`src/rtl/core/psd_pkg.sv`:
```
// ----------------------------------------------------------------------------
// psd_pkg
// Shared constants, types and control codes of the peak detector.
// ----------------------------------------------------------------------------
package psd_pkg;

  localparam int MAX_WINDOW = 64;
  localparam int IDX_W      = $clog2(MAX_WINDOW);
  localparam int CNT_W      = $clog2(MAX_WINDOW + 1);
  localparam int SAMPLE_W   = 32;
  localparam int LEN_W      = 7;

  localparam logic [LEN_W-1:0] LEN_RESET = LEN_W'(MAX_WINDOW);

  typedef logic signed [SAMPLE_W-1:0] sample_t;

  typedef enum logic [1:0] {
    ST_IDLE,
    ST_SCAN,
    ST_DONE
  } state_t;

  // Per-cycle command to the row of cells.
  typedef struct packed {
    logic push;    // shift toward the old end, new word enters cell 0
    logic rotate;  // shift toward cell 0, cell 0 wraps to the last cell
  } cell_ctrl_t;

endpackage

```
`src/rtl/core/psd_cell.sv`:
```
// ----------------------------------------------------------------------------
// psd_cell
// One window slot: takes its newer-side neighbor on a push, its older-side neighbor on a rotate, else holds.
// ----------------------------------------------------------------------------
module psd_cell (
  input  logic                 clk,
  input  psd_pkg::cell_ctrl_t  ctrl,
  input  psd_pkg::sample_t     push_in,
  input  psd_pkg::sample_t     rot_in,
  output psd_pkg::sample_t     q
);

  psd_pkg::sample_t q_next;

  always_comb begin
    q_next = q;
    if (ctrl.push) begin
      q_next = push_in;
    end else if (ctrl.rotate) begin
      q_next = rot_in;
    end
  end

  always_ff @(posedge clk) begin
    q <= q_next;
  end

endmodule

```
`src/rtl/core/psd_ctrl.sv`:
```
// ----------------------------------------------------------------------------
// psd_ctrl
// Sequencer: fill tracking, scan of the rotating row, result register.
// ----------------------------------------------------------------------------
module psd_ctrl (
  input  logic                         clk,
  input  logic                         rst,
  input  logic                         in_valid,
  output logic                         in_ready,
  input  logic                         cfg_wr_en,
  input  logic [psd_pkg::LEN_W-1:0]    cfg_wr_data,
  input  psd_pkg::sample_t             tap,
  output psd_pkg::cell_ctrl_t          cell_ctrl,
  output logic                         out_valid,
  input  logic                         out_ready,
  output logic                         is_peak,
  output psd_pkg::sample_t             center_sample,
  output logic                         window_full
);

  psd_pkg::state_t                state, state_next;
  logic [psd_pkg::LEN_W-1:0]      window_length;
  logic [psd_pkg::CNT_W-1:0]      fill_count;
  logic [psd_pkg::CNT_W-1:0]      count;
  logic [psd_pkg::IDX_W-1:0]      cidx;
  logic                           full;
  logic [psd_pkg::IDX_W-1:0]      step;
  logic                           have_other;
  psd_pkg::sample_t               center;
  psd_pkg::sample_t               max_other;

  logic [psd_pkg::CNT_W-1:0]      len_eff;
  logic [psd_pkg::CNT_W:0]        fill_inc;
  logic [psd_pkg::CNT_W-1:0]      count_next;
  logic [psd_pkg::CNT_W-1:0]      cm1;
  logic                           accept;
  logic                           load;
  logic                           last_step;
  logic                           peak_calc;

  // Clamp the register to 1..MAX_WINDOW.
  always_comb begin
    if (window_length == '0) begin
      len_eff = psd_pkg::CNT_W'(1);
    end else if ({1'b0, window_length} > (psd_pkg::LEN_W+1)'(psd_pkg::MAX_WINDOW)) begin
      len_eff = psd_pkg::CNT_W'(psd_pkg::MAX_WINDOW);
    end else begin
      len_eff = psd_pkg::CNT_W'(window_length);
    end
  end

  always_comb begin
    fill_inc = {1'b0, fill_count} + (psd_pkg::CNT_W+1)'(1);
    if (fill_inc > {1'b0, len_eff}) begin
      count_next = len_eff;
    end else begin
      count_next = fill_inc[psd_pkg::CNT_W-1:0];
    end
    cm1 = count_next - psd_pkg::CNT_W'(1);
  end

  assign last_step = (step == psd_pkg::IDX_W'(psd_pkg::MAX_WINDOW - 1));
  assign peak_calc = full && (!have_other || (center > max_other));

  // Next state
  always_comb begin
    state_next = state;
    case (state)
      psd_pkg::ST_IDLE: begin
        if (in_valid) begin
          state_next = psd_pkg::ST_SCAN;
        end
      end
      psd_pkg::ST_SCAN: begin
        if (last_step) begin
          state_next = psd_pkg::ST_DONE;
        end
      end
      psd_pkg::ST_DONE: begin
        if (!out_valid || out_ready) begin
          state_next = psd_pkg::ST_IDLE;
        end
      end
      default: state_next = psd_pkg::ST_IDLE;
    endcase
  end

  // Outputs of the state machine; no word is taken while reset is held
  always_comb begin
    in_ready         = 1'b0;
    cell_ctrl.push   = 1'b0;
    cell_ctrl.rotate = 1'b0;
    load             = 1'b0;
    case (state)
      psd_pkg::ST_IDLE: begin
        in_ready       = !rst;
        cell_ctrl.push = in_valid && !rst;
      end
      psd_pkg::ST_SCAN: begin
        cell_ctrl.rotate = 1'b1;
      end
      psd_pkg::ST_DONE: begin
        load = !out_valid || out_ready;
      end
      default: ;
    endcase
  end

  assign accept = in_valid && in_ready;

  always_ff @(posedge clk) begin
    if (rst) begin
      state         <= psd_pkg::ST_IDLE;
      window_length <= psd_pkg::LEN_RESET;
      fill_count    <= '0;
      out_valid     <= 1'b0;
      have_other    <= 1'b0;
      step          <= '0;
    end else begin
      state <= state_next;
      if (cfg_wr_en) begin
        window_length <= cfg_wr_data;
      end
      if (accept) begin
        fill_count <= count_next;
        have_other <= 1'b0;
        step       <= '0;
      end else if (state == psd_pkg::ST_SCAN) begin
        step <= step + psd_pkg::IDX_W'(1);
        // tap holds the entry at index step
        if (step != cidx && {1'b0, step} < count) begin
          if (!have_other || tap > max_other) begin
            have_other <= 1'b1;
          end
        end
      end
      if (load) begin
        out_valid <= 1'b1;
      end else if (out_ready) begin
        out_valid <= 1'b0;
      end
    end
  end

  // Datapath registers
  always_ff @(posedge clk) begin
    if (accept) begin
      count <= count_next;
      cidx  <= psd_pkg::IDX_W'(cm1 - (cm1 >> 1));
      full  <= (count_next == len_eff);
    end
    if (state == psd_pkg::ST_SCAN) begin
      if (step == cidx) begin
        center <= tap;
      end else if ({1'b0, step} < count && (!have_other || tap > max_other)) begin
        max_other <= tap;
      end
    end
    if (load) begin
      is_peak       <= peak_calc;
      center_sample <= center;
      window_full   <= full;
    end
  end

endmodule

```
`src/rtl/core/sliding_window_peak_detector.sv`:
```
// Flow: an accepted word is pushed into the cell row, the row is then scanned
//   as it rotates, and the result is then loaded into the output register.
// A new word is not taken until the scan and the result load are done.
// A new word is taken while the previous result still waits on the output.
// Reset (rst, synchronous, active high): window empty, window_length = 64,
//   no result pending. Window contents are not cleared.
// ----------------------------------------------------------------------------
// sliding_window_peak_detector
// Sliding-window local maximum: on a full window, flags a word whose window
// center is strictly above every other word held in the window.
// ----------------------------------------------------------------------------
module sliding_window_peak_detector (
  input  logic                       clk,
  input  logic                       rst,
  // configuration
  input  logic                       cfg_wr_en,
  input  logic [psd_pkg::LEN_W-1:0]  cfg_wr_data,
  // input words
  input  logic                       in_valid,
  output logic                       in_ready,
  input  logic signed [31:0]         sample,
  // result words
  output logic                       out_valid,
  input  logic                       out_ready,
  output logic                       is_peak,
  output logic signed [31:0]         center_sample,
  output logic                       window_full
);

  // Row of cells, cell 0 is the newest word. A push shifts the row toward
  // the old end. During a scan the row rotates toward cell 0, so cell 0
  // shows entry k at scan step k; after MAX_WINDOW steps the row is back in
  // its original order.
  psd_pkg::sample_t    row [psd_pkg::MAX_WINDOW];
  psd_pkg::cell_ctrl_t cell_ctrl;

  for (genvar i = 0; i < psd_pkg::MAX_WINDOW; i++) begin : g_cell
    psd_pkg::sample_t push_in;
    psd_pkg::sample_t rot_in;

    if (i == 0) begin : g_head
      assign push_in = sample;
    end else begin : g_body
      assign push_in = row[i-1];
    end

    // the last cell takes cell 0's word during rotation
    if (i == psd_pkg::MAX_WINDOW - 1) begin : g_tail
      assign rot_in = row[0];
    end else begin : g_mid
      assign rot_in = row[i+1];
    end

    psd_cell u_cell (
      .clk     (clk),
      .ctrl    (cell_ctrl),
      .push_in (push_in),
      .rot_in  (rot_in),
      .q       (row[i])
    );
  end

  // Sequencer: tracks fill level, picks the center and the largest rival
  // from cell 0 during the scan, and holds the result word.
  psd_ctrl u_ctrl (
    .clk           (clk),
    .rst           (rst),
    .in_valid      (in_valid),
    .in_ready      (in_ready),
    .cfg_wr_en     (cfg_wr_en),
    .cfg_wr_data   (cfg_wr_data),
    .tap           (row[0]),
    .cell_ctrl     (cell_ctrl),
    .out_valid     (out_valid),
    .out_ready     (out_ready),
    .is_peak       (is_peak),
    .center_sample (center_sample),
    .window_full   (window_full)
  );

endmodule

```
`config.mk`:
```
export PLATFORM = sky130hd
export DESIGN_NAME = sliding_window_peak_detector
export DESIGN_NICKNAME = d
export VERILOG_FILES = /design/src/rtl/core/psd_pkg.sv /design/src/rtl/core/psd_cell.sv /design/src/rtl/core/psd_ctrl.sv /design/src/rtl/core/sliding_window_peak_detector.sv
export SDC_FILE = /design/constraint.sdc
export NUM_CORES = 2
export LEC_CHECK = 0
export BUFFER_PORTS_ARGS = -buffer_cell sky130_fd_sc_hd__buf_4
export CORE_MARGIN = 3
export CORE_UTILIZATION = 40
export DETAILED_ROUTE_END_ITERATION = 10
export PLACE_DENSITY_LB_ADDON = 0.05
export SYNTH_ARGS = -nofsm -noshare
export SYNTH_HDL_FRONTEND = slang
export SYNTH_HIERARCHICAL = 1
export SYNTH_SLANG_ARGS = --single-unit
```
`constraint.sdc`:
```
create_clock -name clk -period 4.4 [get_ports clk]
set_input_delay 0.22 -clock clk [delete_from_list [all_inputs] [get_ports clk]]
set_output_delay 0.22 -clock clk [all_outputs]
set_load 0.02 [all_outputs]
```
==> qor_table.md <==
| Step | Metric | Reported |
|---|---|---|
| run status | Outcome | completed |
| floorplanning | Starting density of the core | 40.2% |
| critical path | Startpoint Class | flip-flop |
| finish | Most used cells in the layout excluding fill and tap cells | 2159 x edfxtp_1, 1857 x mux2_4, 283 x clkbuf_16, 233 x buf_4, 192 x mux2_2 |
| yosys | Yosys top cell area share | 62.7% |
| pwr | P_int | 0.0441 W |
| clock network | Clock transition at path regs | 60 ps |
| timing | Max-slew violation total from the final report | 0 |
| yosys | Syn_area_per_cell | 20.8 sq um |
| yosys | Portion of netlist area occupied by mux cells | 29.2% |
| worst hold path | Classification of the worst-slack hold path | primary input to flip-flop |
| grt | GR Overflow Total | 0 |
| pwr | Leakage power total | 42.7 nW |
| yosys | Yosys warning total | 6 |
| yosys | Synth Area in Simple Gates | 1.08% |
| clock network | H-tree Lvls | 5 |
| floorplanning | DIE WIDTH | 514 um |
| yosys | Fraction of the mapped netlist area in adder cells | 1.03% |
| yosys | Most instantiated flip-flop cell in the synthesis netlist | edfxtp_1 |
| pwr | NetSw | 0.0140 W |
| floorplanning | Number of placement rows | 186 |
| yosys | Net Count, Synth | 5110 |
| timing | Shortest period the worst path allows | 4090 ps |
| pwr | Switching part of the total | 24.1% |
| timing | Final setup fails | 0 |
| yosys | Cell types occupying the most area after synthesis | edfxtp_1 63%, mux2_4 27%, buf_12 3.7%, mux2_2 2.1%, ha_1 1.0% |
| critical path | Worst Setup End Kind | flip-flop |
| finish | Nets@finish | 5454 |
| clock network | Library cell used as clock root buffer | clkbuf_16 |
| finish | Ratio of cells with drive above 1 in the final layout | 48.8% |
| drt | Average wire per cell in the routed design | 25.2 um |
| grt | Via count of the first global-routing pass | 47984 |
| timing | Peak clock frequency supported by timing | 244 MHz |
| pwr | Power per cell area | 508 nW/um^2 |
| pwr | Overall power of the completed layout | 0.0581 W |
| grt | Total routing usage reported by global routing | 16.6% |
| timing | Slew of the pin with the lowest slew margin | 966 ps |
| pwr | Fraction of power consumed by the clock network | 35.7% |
| grt | Initial antenna violation count | 9 |
| floorplanning | Die area | 265000 sq um |
| critical path | Arrival @ worst endpoint | 4700 ps |
| timing | Final Worst Setup Slack | 309 ps |
| floorplanning | Core region area | 257000 sq um |
| timing | Worst clock skew on the final layout | 58.1 ps |
| run | Number of violations of the max-capacitance limit | 0 |
| drt | Vias per std cell | 4.98 |
| critical path | Delay of the slowest cell on the worst path | 330 ps |
| floorplanning | Die H | 514 um |
| pwr | Combinational fraction of design power | 14.1% |
| place | Quantity of I/O buffers inserted on ports | 79 |
| yosys | Count of flip-flops with a built-in enable after synthesis | 2159 |
| critical path | Slowest-stage cell, CP | dfxtp_2 |
| clock network | Number of sinks handled by clock tree synthesis | 2183 |
| yosys | Sequential area share after synthesis | 63.2% |
| drt | Remaining design rule violation count | 0 |
| yosys | XOR/XNOR share of the synthesized area | 0.263% |
| critical path | Critical-path cell list | buf_4, and3_2, xnor2_2, inv_2, ha_4, nand4_1, nor2_2, a211oi_2, nor3_4, mux2i_1, inv_1, ha_4, xor2_2, inv_1, ha_1, nor2b_1, o21ai_1, nand2b_1, maj3_2, a21oi_2, xnor2_1 |
| yosys | Main combinational cell family by area after synthesis | multiplexers |
| clock network | Latest clock arrival within the worst-skew pair | 900 ps |
| yosys | Compound-Gate Fraction of Synth Area | 0.609% |
| finish | Synthesis-to-finish area growth | 10.7% |
| clock network | CTS max path bufs | 4 |
| yosys | Library cell with the largest summed area after synthesis | edfxtp_1 |
| pwr | Register share of total power | 50.2% |
| yosys | Number of library cell types mapped by synthesis | 58 |
| critical path | Classification of the worst setup path | flip-flop to flip-flop |
| place | Placed wire-length estimate after detailed placement | 148 mm |
| drt | 1st-iter DRT viols | 3334 |
| clock network | TritonCTS clock tree | built |
| timing | Final number of hold-violating endpoints | 0 |
| finish | Most frequent standard cell in the layout excluding fill and tap cells | edfxtp_1 |
| yosys | Share of synthesized flip-flops with an asynchronous set or reset | 0% |
| timing | Period Utilization, post-route | 93.0% |
| drt | Antenna-violating nets left | 0 |
| pwr | Worst supply voltage drop on vdd | 0.380 mV |
| critical path | Endpoint required time on the critical path | 5010 ps |
| timing | Max-slew headroom at the worst pin | 35.4% |
| clock network | Number of buffers inserted during clock tree synthesis | 275 |
| yosys | Total of flip-flops plus latches after synthesis | 2183 |
| floorplanning | IO Count | 80 |
| place | Placement-stage worst setup slack | 4.48 ps |
| drt | Total Routed Length | 225 mm |
| critical path | Crit Path Max Fanout | 4 |
| grt | Maximum number of pins on one net before global-route repair | 100 |
| grt | Wire length of the first global-routing pass | 333 mm |
| yosys | Instance count of the mapped netlist | 4982 |
| drt | Via count | 44388 |
| yosys | Netlist Area Pre-Place | 103000 sq um |
| drt | First drt pass iteration count | 5 |
| place | Final weighted congestion of routability-driven global placement | 0.766 |
final timing paths:
| check | cells after the start | startpoint | slack [ps] | endpoint |
|---|---|---|---|---|
| worst max-delay path | 21 | u_ctrl/fill_count[2] | 310 | u_ctrl/cidx[5] |
| worst min-delay path | 3 | sample[0] | 170 | g_cell[0].u_cell/q[0] |
| worst max register to register | 21 | u_ctrl/fill_count[2] | 310 | u_ctrl/cidx[5] |
| worst min register to register | 0 | u_ctrl/center[21] | 460 | u_ctrl/center_sample[21] |
logic make-up after synthesis:
logic type      count (synthesis)
flops                        2183
mux                          2065
buf+inv                       320
simple gates                  202
compound gates                 96
fa+ha+maj                      85
xor+xnor                       31
state kept, by name, summed over array words and instances (netlist names):
register / count
u_ctrl/have_other: 1
u_ctrl/cidx: 5
u_ctrl/full: 1
u_ctrl/count: 7
u_ctrl/is_peak: 1
u_ctrl/window_full: 1
u_ctrl/fill_count: 7
u_ctrl/step: 6
u_ctrl/window_length: 7
u_ctrl/out_valid: 1
u_ctrl/center: 32
u_ctrl/max_other: 32
g_cell.u_cell/q: 2048
u_ctrl/state: 2
u_ctrl/center_sample: 32
per-layer routing:
metal,track usage [%],wire length (um),vias up
li1,-,-,20186
met1,23.9,107000,23264
met2,26.7,107000,617
met3,2.20,6600,321
met4,3.74,4400,0
met5,0,0,-
power by group through the flow:
stage | clock network, W | registers, W | logic (W)
final | 0.0208 | 0.0292 | 0.00819
after global routing | 0.0224 | 0.0295 | 0.00877
after CTS | 0.0216 | 0.0293 | 0.00824
after detailed placement | 0 | 0.0297 | 0.00813
after global placement | 0 | 0.0297 | 0.00804
after floorplan | 0 | 0.0283 | 0.00702
worst max-delay path, delay by kind of cell, from the launching register on:
kind                       cells  cell delay, ps
and+or+nand+nor                6            1030
muxes                          1             270
DFF                            1             330
AOI/OAI and AO/OA              3             340
xor gates and xnor gates       3             450
buffers and inverters          4             380
adders and majority gates      4            1040
repair_timing:
item / CTS / global route
resized for setup: 2 / 17
setup buffers: 0 / 2
hold endpoints to repair: 56 / 0
endpoints found under the setup margin: 1 / 3
pin swaps: 0 / 5
gates cloned: 0 / 0
hold buffers: 51 / 0
cell usage after synthesis (17+ instances only):
cell / n
xnor2_1: 17
mux2_4: 1856
buf_12: 192
nor2_1: 29
or2_1: 64
edfxtp_1: 2159
a21oi_1: 24
ha_1: 83
buf_6: 64
inv_1: 57
a21o_1: 18
mux2_2: 193
nand3_1: 17
dfxtp_1: 24
nand2_1: 29
o21ai_0: 20
layout make-up:
cell class | instances | area (sq um)
fillers | 22284 | 142000
flip-flops and latches | 2183 | 65300
multi-input cells | 2479 | 33400
clock buffers | 365 | 7400
well taps | 3384 | 4230
repair buffers | 329 | 3160
clock inverters | 105 | 727
inverters | 58 | 221
diodes | 4 | 10.0
per-stage QoR:
stage	cells	utilization (%)	hold slack [ps]	TNS, ps	area (sq um)
floorplan	4982	-	346	-175	103000
global placement	8380	41.2	443	0	106000
detailed placement	8380	41.2	446	0	106000
CTS	8901	44.5	85.9	0	114000
global route	8904	44.6	119	-10.5	114000
finish	8907	44.6	175	0	114000
(Power assumes the default switching activity.)
